===== src/rtl/tsba_pkg.sv =====
`default_nettype none
// ----------------------------------------------------------------------------
// tsba_pkg
// Shared field widths, operation and status codes, and the command and status
// structures between the allocator's controller and datapath.
// ----------------------------------------------------------------------------
package tsba_pkg;

  localparam int OP_W        = 2;
  localparam int FRAME_LEN_W = 12;
  localparam int EXTRA_W     = 4;
  localparam int ID_W        = 8;
  localparam int CREDIT_W    = 8;
  localparam int HDR_W       = 8;
  localparam int STATUS_W    = 2;
  localparam int SLOT_OUT_W  = 4;
  localparam int TOTAL_W     = 6;
  localparam int POOL_W      = 10;
  localparam int FLIGHT_W    = 5;

  localparam int MAX_BYTES = (2 ** FRAME_LEN_W - 1) + (2 ** HDR_W - 1) + (2 ** EXTRA_W - 1);

  localparam logic [HDR_W-1:0]  HDR_RESET = 8'd16;
  localparam logic [POOL_W-1:0] POOL_MAX  = 10'd1023;

  localparam logic [OP_W-1:0] OP_ALLOC    = 2'd0;
  localparam logic [OP_W-1:0] OP_COMPLETE = 2'd1;
  localparam logic [OP_W-1:0] OP_CREDIT   = 2'd2;

  localparam logic [STATUS_W-1:0] STS_OK      = 2'd0;
  localparam logic [STATUS_W-1:0] STS_BUSY    = 2'd1;
  localparam logic [STATUS_W-1:0] STS_ILLEGAL = 2'd2;

  typedef struct packed {
    logic load;
    logic mul;
    logic fix;
    logic commit;
  } cmd_t;

  typedef struct packed {
    logic alloc_op;
  } sts_t;

endpackage
`default_nettype wire


===== src/rtl/tx_slot_and_block_allocator_unit.sv =====
`default_nettype none
// ----------------------------------------------------------------------------
// tx_slot_and_block_allocator_unit
// Transmit descriptor allocator: claims slots and memory blocks for frames,
// frees slots on completion and credits blocks returned by the device.
// ----------------------------------------------------------------------------
// One request is handled at a time. An allocate passes through the
// reciprocal multiply and the correction step, and a complete, a credit or
// an unused code skips the correction step, before its result is registered,
// as long as the output is free; a result that still waits at the output
// holds the unit until it is taken. The next request can be taken in the
// cycle after the result is registered, also while that result still waits
// at the output. The slot table and the block pool are updated when the
// result is registered. The user must write the descriptor header size
// through the configuration port only while the unit is idle; the unit
// itself does not enforce this. The header size resets to sixteen bytes.
module tx_slot_and_block_allocator_unit #(
  parameter int SLOTS        = 16,
  parameter int BLOCK_BYTES  = 252,
  parameter int SPARE_BLOCKS = 2
) (
  input  wire logic                              clk_i,
  input  wire logic                              rst_ni,
  input  wire logic                              cfg_we_i,
  input  wire logic [tsba_pkg::HDR_W-1:0]        cfg_wdata_i,
  input  wire logic                              in_valid_i,
  output logic                                   in_stall_o,
  input  wire logic [tsba_pkg::OP_W-1:0]         op_i,
  input  wire logic [tsba_pkg::FRAME_LEN_W-1:0]  frame_len_i,
  input  wire logic [tsba_pkg::EXTRA_W-1:0]      extra_bytes_i,
  input  wire logic [tsba_pkg::ID_W-1:0]         slot_id_i,
  input  wire logic [tsba_pkg::CREDIT_W-1:0]     credit_blocks_i,
  output logic                                   out_valid_o,
  input  wire logic                              out_stall_i,
  output logic [tsba_pkg::STATUS_W-1:0]          status_o,
  output logic [tsba_pkg::SLOT_OUT_W-1:0]        assigned_slot_o,
  output logic [tsba_pkg::TOTAL_W-1:0]           alloc_blocks_o,
  output logic [tsba_pkg::POOL_W-1:0]            blocks_left_o,
  output logic [tsba_pkg::FLIGHT_W-1:0]          frames_in_flight_o
);
  import tsba_pkg::*;

  cmd_t cmd;
  sts_t sts;

  tsba_ctrl u_ctrl (
    .clk_i       (clk_i),
    .rst_ni      (rst_ni),
    .in_valid_i  (in_valid_i),
    .in_stall_o  (in_stall_o),
    .out_valid_o (out_valid_o),
    .out_stall_i (out_stall_i),
    .sts_i       (sts),
    .cmd_o       (cmd)
  );

  tsba_dpath #(
    .SLOTS        (SLOTS),
    .BLOCK_BYTES  (BLOCK_BYTES),
    .SPARE_BLOCKS (SPARE_BLOCKS)
  ) u_dpath (
    .clk_i              (clk_i),
    .rst_ni             (rst_ni),
    .cmd_i              (cmd),
    .sts_o              (sts),
    .cfg_we_i           (cfg_we_i),
    .cfg_wdata_i        (cfg_wdata_i),
    .op_i               (op_i),
    .frame_len_i        (frame_len_i),
    .extra_bytes_i      (extra_bytes_i),
    .slot_id_i          (slot_id_i),
    .credit_blocks_i    (credit_blocks_i),
    .status_o           (status_o),
    .assigned_slot_o    (assigned_slot_o),
    .alloc_blocks_o     (alloc_blocks_o),
    .blocks_left_o      (blocks_left_o),
    .frames_in_flight_o (frames_in_flight_o)
  );

endmodule
`default_nettype wire


===== src/rtl/tsba_ctrl.sv =====
`default_nettype none
// ----------------------------------------------------------------------------
// tsba_ctrl
// Sequencer for the allocator: accepts one request, steps the block count
// through the reciprocal multiply and correction, and commits the result.
// ----------------------------------------------------------------------------
module tsba_ctrl (
  input  wire logic             clk_i,
  input  wire logic             rst_ni,
  input  wire logic             in_valid_i,
  output logic                  in_stall_o,
  output logic                  out_valid_o,
  input  wire logic             out_stall_i,
  input  wire tsba_pkg::sts_t   sts_i,
  output tsba_pkg::cmd_t        cmd_o
);
  import tsba_pkg::*;

  typedef enum logic [3:0] {
    ST_IDLE = 4'b0001,
    ST_MUL  = 4'b0010,
    ST_FIX  = 4'b0100,
    ST_EXEC = 4'b1000
  } state_e;

  state_e state_q, state_d;
  logic   out_valid_q, out_valid_d;
  logic   accept;
  logic   commit;

  assign in_stall_o  = (state_q != ST_IDLE);
  assign accept      = in_valid_i && (state_q == ST_IDLE);
  assign commit      = (state_q == ST_EXEC) && (!out_valid_q || !out_stall_i);
  assign out_valid_o = out_valid_q;

  always_comb begin
    cmd_o.load   = accept;
    cmd_o.mul    = (state_q == ST_MUL);
    cmd_o.fix    = (state_q == ST_FIX);
    cmd_o.commit = commit;
  end

  always_comb begin
    state_d = state_q;
    case (state_q)
      ST_IDLE: begin
        if (accept) begin
          state_d = ST_MUL;
        end
      end
      ST_MUL: begin
        state_d = sts_i.alloc_op ? ST_FIX : ST_EXEC;
      end
      ST_FIX: begin
        state_d = ST_EXEC;
      end
      ST_EXEC: begin
        if (commit) begin
          state_d = ST_IDLE;
        end
      end
      default: begin
        state_d = ST_IDLE;
      end
    endcase
  end

  always_comb begin
    out_valid_d = out_valid_q;
    if (commit) begin
      out_valid_d = 1'b1;
    end else if (!out_stall_i) begin
      out_valid_d = 1'b0;
    end
  end

  always_ff @(posedge clk_i or negedge rst_ni) begin
    if (!rst_ni) begin
      state_q     <= ST_IDLE;
      out_valid_q <= 1'b0;
    end else begin
      state_q     <= state_d;
      out_valid_q <= out_valid_d;
    end
  end

endmodule
`default_nettype wire


===== src/rtl/tsba_dpath.sv =====
`default_nettype none
// ----------------------------------------------------------------------------
// tsba_dpath
// Datapath of the allocator: request registers, block count by reciprocal
// multiplication with one correction step, slot table, pool and result
// registers.
// ----------------------------------------------------------------------------
module tsba_dpath #(
  parameter int SLOTS        = 16,
  parameter int BLOCK_BYTES  = 252,
  parameter int SPARE_BLOCKS = 2
) (
  input  wire logic                              clk_i,
  input  wire logic                              rst_ni,
  input  wire tsba_pkg::cmd_t                    cmd_i,
  output tsba_pkg::sts_t                         sts_o,
  input  wire logic                              cfg_we_i,
  input  wire logic [tsba_pkg::HDR_W-1:0]        cfg_wdata_i,
  input  wire logic [tsba_pkg::OP_W-1:0]         op_i,
  input  wire logic [tsba_pkg::FRAME_LEN_W-1:0]  frame_len_i,
  input  wire logic [tsba_pkg::EXTRA_W-1:0]      extra_bytes_i,
  input  wire logic [tsba_pkg::ID_W-1:0]         slot_id_i,
  input  wire logic [tsba_pkg::CREDIT_W-1:0]     credit_blocks_i,
  output logic [tsba_pkg::STATUS_W-1:0]          status_o,
  output logic [tsba_pkg::SLOT_OUT_W-1:0]        assigned_slot_o,
  output logic [tsba_pkg::TOTAL_W-1:0]           alloc_blocks_o,
  output logic [tsba_pkg::POOL_W-1:0]            blocks_left_o,
  output logic [tsba_pkg::FLIGHT_W-1:0]          frames_in_flight_o
);
  import tsba_pkg::*;

  localparam int XMAX  = MAX_BYTES + BLOCK_BYTES - 1;
  localparam int XW    = $clog2(XMAX + 1);
  localparam int K     = XW + 1;
  localparam int RECIP = (2 ** K) / BLOCK_BYTES;
  localparam int MW    = $clog2(RECIP + 1);
  localparam int PW    = XW + MW;
  localparam int QMAX  = XMAX / BLOCK_BYTES;
  localparam int QW    = $clog2(QMAX + 1);
  localparam int NW    = $clog2(QMAX + SPARE_BLOCKS + 1);
  localparam int SW    = $clog2(SLOTS);
  localparam int CW    = $clog2(SLOTS + 1);

  logic [HDR_W-1:0]    hdr_q;
  logic [OP_W-1:0]     op_q;
  logic [ID_W-1:0]     id_q;
  logic [CREDIT_W-1:0] credit_q;
  logic [XW-1:0]       x_q;
  logic [QW-1:0]       q_est_q;
  logic [NW-1:0]       need_q;

  logic [SLOTS-1:0]  busy_q, busy_d;
  logic [CW-1:0]     count_q, count_d;
  logic [POOL_W-1:0] pool_q, pool_d;

  logic [STATUS_W-1:0]   status_q, status_d;
  logic [SLOT_OUT_W-1:0] slot_q, slot_d;
  logic [TOTAL_W-1:0]    total_q, total_d;

  logic [PW-1:0]     prod;
  logic [XW:0]       qb;
  logic [XW:0]       rem;
  logic              rem_ge;
  logic [SW-1:0]     free_idx;
  logic              free_found;
  logic [POOL_W:0]   pool_sum;
  logic [POOL_W-1:0] need_ext;

  assign sts_o.alloc_op = (op_q == OP_ALLOC);

  assign prod   = PW'(x_q) * PW'(RECIP);
  assign qb     = (XW + 1)'(q_est_q * BLOCK_BYTES);
  assign rem    = (XW + 1)'(x_q) - qb;
  assign rem_ge = (rem >= (XW + 1)'(BLOCK_BYTES));

  always_ff @(posedge clk_i or negedge rst_ni) begin
    if (!rst_ni) begin
      hdr_q <= HDR_RESET;
    end else if (cfg_we_i) begin
      hdr_q <= cfg_wdata_i;
    end
  end

  always_ff @(posedge clk_i) begin
    if (cmd_i.load) begin
      op_q     <= op_i;
      id_q     <= slot_id_i;
      credit_q <= credit_blocks_i;
      x_q      <= XW'(frame_len_i) + XW'(hdr_q) + XW'(extra_bytes_i) + XW'(BLOCK_BYTES - 1);
    end
    if (cmd_i.mul) begin
      q_est_q <= QW'(prod >> K);
    end
    if (cmd_i.fix) begin
      need_q <= NW'(q_est_q) + NW'(rem_ge) + NW'(SPARE_BLOCKS);
    end
  end

  always_comb begin
    free_idx   = '0;
    free_found = 1'b0;
    for (int i = SLOTS - 1; i >= 0; i--) begin
      if (!busy_q[i]) begin
        free_idx   = SW'(i);
        free_found = 1'b1;
      end
    end
  end

  assign need_ext = POOL_W'(need_q);
  assign pool_sum = (POOL_W + 1)'(pool_q) + (POOL_W + 1)'(credit_q);

  always_comb begin
    busy_d   = busy_q;
    count_d  = count_q;
    pool_d   = pool_q;
    status_d = STS_OK;
    slot_d   = '0;
    total_d  = '0;
    case (op_q)
      OP_ALLOC: begin
        if (!free_found) begin
          status_d = STS_BUSY;
        end else begin
          total_d = TOTAL_W'(need_q);
          if (need_ext <= pool_q) begin
            busy_d[free_idx] = 1'b1;
            count_d          = count_q + CW'(1);
            pool_d           = pool_q - need_ext;
            slot_d           = SLOT_OUT_W'(free_idx);
          end else begin
            status_d = STS_BUSY;
          end
        end
      end
      OP_COMPLETE: begin
        if ((id_q >= ID_W'(SLOTS)) || !busy_q[id_q[SW-1:0]]) begin
          status_d = STS_ILLEGAL;
        end else begin
          busy_d[id_q[SW-1:0]] = 1'b0;
          count_d              = count_q - CW'(1);
        end
      end
      OP_CREDIT: begin
        pool_d = (pool_sum > (POOL_W + 1)'(POOL_MAX)) ? POOL_MAX : pool_sum[POOL_W-1:0];
      end
      default: begin
        status_d = STS_OK;
      end
    endcase
  end

  always_ff @(posedge clk_i or negedge rst_ni) begin
    if (!rst_ni) begin
      busy_q  <= '0;
      count_q <= '0;
      pool_q  <= '0;
    end else if (cmd_i.commit) begin
      busy_q  <= busy_d;
      count_q <= count_d;
      pool_q  <= pool_d;
    end
  end

  always_ff @(posedge clk_i) begin
    if (cmd_i.commit) begin
      status_q <= status_d;
      slot_q   <= slot_d;
      total_q  <= total_d;
    end
  end

  assign status_o           = status_q;
  assign assigned_slot_o    = slot_q;
  assign alloc_blocks_o     = total_q;
  assign blocks_left_o      = pool_q;
  assign frames_in_flight_o = FLIGHT_W'(count_q);

endmodule
`default_nettype wire

===== config.mk =====
export PLATFORM = sky130hd
export DESIGN_NAME = tx_slot_and_block_allocator_unit
export DESIGN_NICKNAME = d
export VERILOG_FILES = /design/src/rtl/tsba_pkg.sv /design/src/rtl/tx_slot_and_block_allocator_unit.sv /design/src/rtl/tsba_ctrl.sv /design/src/rtl/tsba_dpath.sv
export SDC_FILE = /design/constraint.sdc
export NUM_CORES = 1
export LEC_CHECK = 0
export BUFFER_PORTS_ARGS = -buffer_cell sky130_fd_sc_hd__buf_2
export CORE_AREA = 2 2 113 115
export DETAILED_ROUTE_END_ITERATION = 10
export DIE_AREA = 0 0 115 117
export PLACE_DENSITY = 0.76
export SLEW_MARGIN = 20
export SYNTH_ARGS = -nofsm -noshare
export SYNTH_HDL_FRONTEND = slang
export SYNTH_SLANG_ARGS = --single-unit

===== constraint.sdc =====
create_clock -name clk_i -period 17.25 [get_ports clk_i]
set_input_delay 2.5875 -clock clk_i [delete_from_list [all_inputs] [get_ports clk_i]]
set_output_delay 2.5875 -clock clk_i [all_outputs]
set_load 0.005 [all_outputs]

==> tab_implementation.tex <==
\begin{tabular}{lr}
\hline
Metric & Value \\
\hline
\multicolumn{2}{l}{\textbf{Run status}} \\
Outcome & completed \\
\multicolumn{2}{l}{\textbf{Yosys}} \\
Number of synthesized flops with an enable pin & 52 \\
Top-count cell post-synth & sky130\_fd\_sc\_hd\_\_ha\_1 \\
Largest family of logic cells by synthesized area & adder cells \\
Net count after synthesis & 864 \\
Post-synth top area share & 21.9\% \\
Compound-Gate Fraction of Synth Area & 16.1\% \\
Number of standard cells after synthesis & 716 \\
Post-Synth Adder-Cell Area & 19.5\% \\
Count of state elements after synthesis & 96 \\
Total number of yosys warnings & 0 \\
Fraction of registers with async set or reset after synthesis & 45.8\% \\
Cell taking the most area after synthesis & sky130\_fd\_sc\_hd\_\_edfxtp\_1 \\
Commonest register cell after synthesis & sky130\_fd\_sc\_hd\_\_edfxtp\_1 \\
Top cell types by occurrence after synthesis & sky130\_fd\_sc\_hd\_\_ha\_1, sky130\_fd\_sc\_hd\_\_inv\_1, sky130\_fd\_sc\_hd\_\_edfxtp\_1 \\
Post-synthesis mux area share & 3.01\% \\
Simple-gate share of the synthesized area & 14.9\% \\
Area of the mapped netlist & 7150 µm² \\
Avg Inst Size Synth & 9.98 µm² \\
Number of unique standard cell types used by synthesis & 73 \\
Top cells by area in the synthesized netlist & sky130\_fd\_sc\_hd\_\_edfxtp\_1, sky130\_fd\_sc\_hd\_\_dfrtp\_1, sky130\_fd\_sc\_hd\_\_ha\_1 \\
Portion of the post-synthesis area used by sequential elements & 37.3\% \\
Xor/xnor share of the synthesized area & 4.04\% \\
\multicolumn{2}{l}{\textbf{Timing}} \\
Shortest period the worst path allows & 6.02 ns \\
Sum of negative setup slack & 0 ns \\
Relative slew slack & 43.8\% \\
Count of final setup violators & 0 \\
Share of the clock period used by the worst path & 34.9\% \\
Slew of the pin with the lowest slew margin & 0.835 ns \\
Clock skew after layout & 0.00967 ns \\
Unrepaired setup endpoints after global routing & no \\
Number of hold violations in the final report & 0 \\
Max Clock Freq & 166 MHz \\
Final Slew Violations & 0 \\
\multicolumn{2}{l}{\textbf{Power}} \\
Static leakage & 3.57 nW \\
Overall power after layout & 1.36 mW \\
Max VDD drop & 0.168 mV \\
Power per cell area & 171 nW/µm² \\
\multicolumn{2}{l}{\textbf{Floorplanning}} \\
DIE WIDTH & 115 µm \\
Placement Rows & 41 \\
Top-Level Pins & 76 \\
Starting Density & 58.0\% \\
Die Height & 117 µm \\
Full die area & 13,500 µm² \\
Core area & 12,300 µm² \\
\multicolumn{2}{l}{\textbf{Cells and area}} \\
Total Nets Final & 938 \\
Multi-input gate area in the final layout & 4110 µm² \\
Synth-to-layout area growth & 11.1\% \\
Antenna diode instance count & 0 \\
Register area & 2670 µm² \\
Fraction of final layout cells with drive strength greater than 1 & 15.1\% \\
Number of fill cells in the layout & 982 \\
\multicolumn{2}{l}{\textbf{Clock tree}} \\
Clk Latency, worst-skew pair & 0.35 ns \\
Root buffer cell & sky130\_fd\_sc\_hd\_\_clkbuf\_16 \\
CTS tree & yes \\
Hold bufs inserted after CTS & 0 \\
Max H-tree Level & 3 \\
Sink count of the clock tree & 96 \\
Buffers inserted during post-CTS setup optimization & 0 \\
Number of clock buffers inserted by TritonCTS & 9 \\
Clk pin slew, worst setup/hold paths & 0.06 ns \\
Max Buffers Root-to-Sink & 2 \\
Total of cells resized after clock tree synthesis & 0 \\
\multicolumn{2}{l}{\textbf{Critical path}} \\
Crit Reg-Reg Startpoint & u\_dpath.q\_est\_q[2] \\
Capture point of the worst reg-to-reg path & u\_dpath.need\_q[4] \\
Reg2reg setup slack & 11.23 ns \\
Required time of the worst setup path & 17.34 ns \\
Type of element capturing the critical path & register \\
Crit path arrival time & 6.11 ns \\
Crit path kind & reg2reg \\
Nature of the critical path startpoint & register \\
Maximum net fanout on the critical path & 7 \\
Cells on worst reg2reg path & 22 \\
\multicolumn{2}{l}{\textbf{GRT}} \\
Global-route total usage across every layer & 24.4\% \\
Remaining global-route overflow & 0 \\
Wire length of the first global-routing pass & 25,800 µm \\
Largest net degree at the start of global routing & 45 \\
Antenna violations before repair & 0 \\
Number of global-route vias before repair & 5,506 \\
\multicolumn{2}{l}{\textbf{Route}} \\
Residual DRC & 0 \\
Final routed wirelength across all metal layers & 15,500 µm \\
Remaining antenna violation count & 0 \\
Total number of vias & 5,728 \\
Average wire per standard cell & 16.4 µm \\
Drt first-iter violations & 479 \\
Via/cell ratio & 6.06 \\
Number of search-and-repair iterations in the first detailed-routing pass & 5 \\
\multicolumn{2}{l}{\textbf{Placement}} \\
Buffers on Ports & 74 \\
Half-perimeter wire length after placement & 12,200 µm \\
Final Wtd Congestion & 0.899 \\
\multicolumn{2}{l}{\textbf{Job}} \\
Count of max-cap constraint violations & 0 \\
\multicolumn{2}{l}{\textbf{Worst hold path}} \\
Hold path cells & 1 \\
Path type of the worst min-delay path & reg2reg \\
Endpoint of the worst hold-timing path & u\_dpath.frames\_in\_flight\_o[4] \\
Hold wc startpoint & u\_dpath.frames\_in\_flight\_o[4] \\
\hline
\end{tabular}
[layout make-up]
cell class	count	share of cell area, %
Multi-Input combinational cell	528	51.8
Tap cell	150	2.36
Sequential cell	96	33.6
Clock buffer	10	2.89
Timing Repair Buffer	75	4.79
Inverter	80	3.78
Clock inverter	6	0.757
[state kept, by name, summed over array words and instances (netlist names)]
| name | flops |
|---|---|
| u_dpath.busy_q | 16 |
| u_dpath.x_q | 13 |
| u_dpath.blocks_left_o | 10 |
| u_dpath.credit_q | 8 |
| u_dpath.hdr_q | 8 |
| u_dpath.id_q | 8 |
| u_dpath.alloc_blocks_o | 5 |
| u_dpath.frames_in_flight_o | 5 |
| u_dpath.need_q | 5 |
| u_dpath.q_est_q | 5 |
| u_ctrl.state_q | 4 |
| u_dpath.assigned_slot_o | 4 |
| u_dpath.op_q | 2 |
| u_dpath.status_o | 2 |
| u_ctrl.out_valid_o | 1 |
[kinds of logic (layout without fill, tap and decap cells)]
group | count (synthesis) | count (layout)
compound gates | 170 | 170
xor+xnor | 33 | 33
fa+ha+maj | 101 | 101
buf+inv | 92 | 171
flops | 96 | 96
mux | 16 | 16
other cells | 1 | 1
simple gates | 207 | 207
[worst max path at each step]
stage | startpoint | endpoint | slack [ns] | depth (start not counted)
2_1_floorplan | u_dpath.q_est_q[2] | u_dpath.need_q[4] | 11.73 | 22
3_3_place_gp | u_dpath.q_est_q[2] | u_dpath.need_q[4] | 11.47 | 22
3_5_place_dp | u_dpath.q_est_q[2] | u_dpath.need_q[4] | 11.23 | 22
4_1_cts | u_dpath.q_est_q[2] | u_dpath.need_q[4] | 11.19 | 22
5_1_grt | u_dpath.q_est_q[2] | u_dpath.need_q[4] | 10.84 | 23
6_report | u_dpath.q_est_q[2] | u_dpath.need_q[4] | 11.23 | 22
[power by group]
group,switching [mW],leakage (nW),internal (mW)
clock,0.0857,0.138,0.112
combinational,0.449,2.38,0.359
sequential,0.0520,1.05,0.302
[routing by layer]
layer | GRT usage (%) | wire (µm)
met1 | 30.0 | 6630
met5 | 0 | 0
met4 | 8.43 | 289
met2 | 43.8 | 7880
met3 | 3.86 | 738
[per-stage QoR]
stage	setup WS [ns]	hold slack (ns)	cell area, µm²	util [%]	cells
final	11.23	0.508	7940	64.5	945
after CTS	11.19	0.515	7930	64.4	945
after detailed placement	11.23	0.507	7640	62.1	929
after global routing	10.84	0.520	7940	64.5	945
after floorplan	11.73	0.469	7150	-	716
after global placement	11.47	0.459	7640	62.1	929
[critical path: stages (launching register included)]
cell,delay (ns)
sky130_fd_sc_hd__edfxtp_1,0.52
sky130_fd_sc_hd__fa_1,0.69
sky130_fd_sc_hd__inv_1,0.08
sky130_fd_sc_hd__fa_1,0.46
sky130_fd_sc_hd__fa_1,0.52
sky130_fd_sc_hd__inv_1,0.05
sky130_fd_sc_hd__ha_1,0.33
sky130_fd_sc_hd__a21o_1,0.18
sky130_fd_sc_hd__a21oi_1,0.26
sky130_fd_sc_hd__o21ai_0,0.13
sky130_fd_sc_hd__a31o_2,0.24
sky130_fd_sc_hd__a21oi_1,0.17
sky130_fd_sc_hd__xnor2_1,0.15
sky130_fd_sc_hd__ha_1,0.28
sky130_fd_sc_hd__or4b_2,0.63
sky130_fd_sc_hd__a21oi_1,0.13
sky130_fd_sc_hd__nand3b_1,0.12
sky130_fd_sc_hd__o2111ai_1,0.15
sky130_fd_sc_hd__ha_1,0.24
sky130_fd_sc_hd__inv_1,0.06
sky130_fd_sc_hd__ha_1,0.16
sky130_fd_sc_hd__nand2b_1,0.14
sky130_fd_sc_hd__xnor2_1,0.08
[layout by cell type, fill, tap and decap left out, types with 10 or more instances in the layout]
master	instances
sky130_fd_sc_hd__nand2_1	48
sky130_fd_sc_hd__o41ai_1	10
sky130_fd_sc_hd__nand2b_1	13
sky130_fd_sc_hd__buf_2	73
sky130_fd_sc_hd__nor2b_1	12
sky130_fd_sc_hd__edfxtp_1	52
sky130_fd_sc_hd__nand3_1	14
sky130_fd_sc_hd__dfrtp_1	42
sky130_fd_sc_hd__nor2_1	48
sky130_fd_sc_hd__o21a_1	10
sky130_fd_sc_hd__ha_1	84
sky130_fd_sc_hd__o21ai_0	46
sky130_fd_sc_hd__a21oi_1	34
sky130_fd_sc_hd__xnor2_1	26
sky130_fd_sc_hd__fa_1	17
sky130_fd_sc_hd__inv_1	80
sky130_fd_sc_hd__nor3_1	23
(Power assumes the default switching activity.)
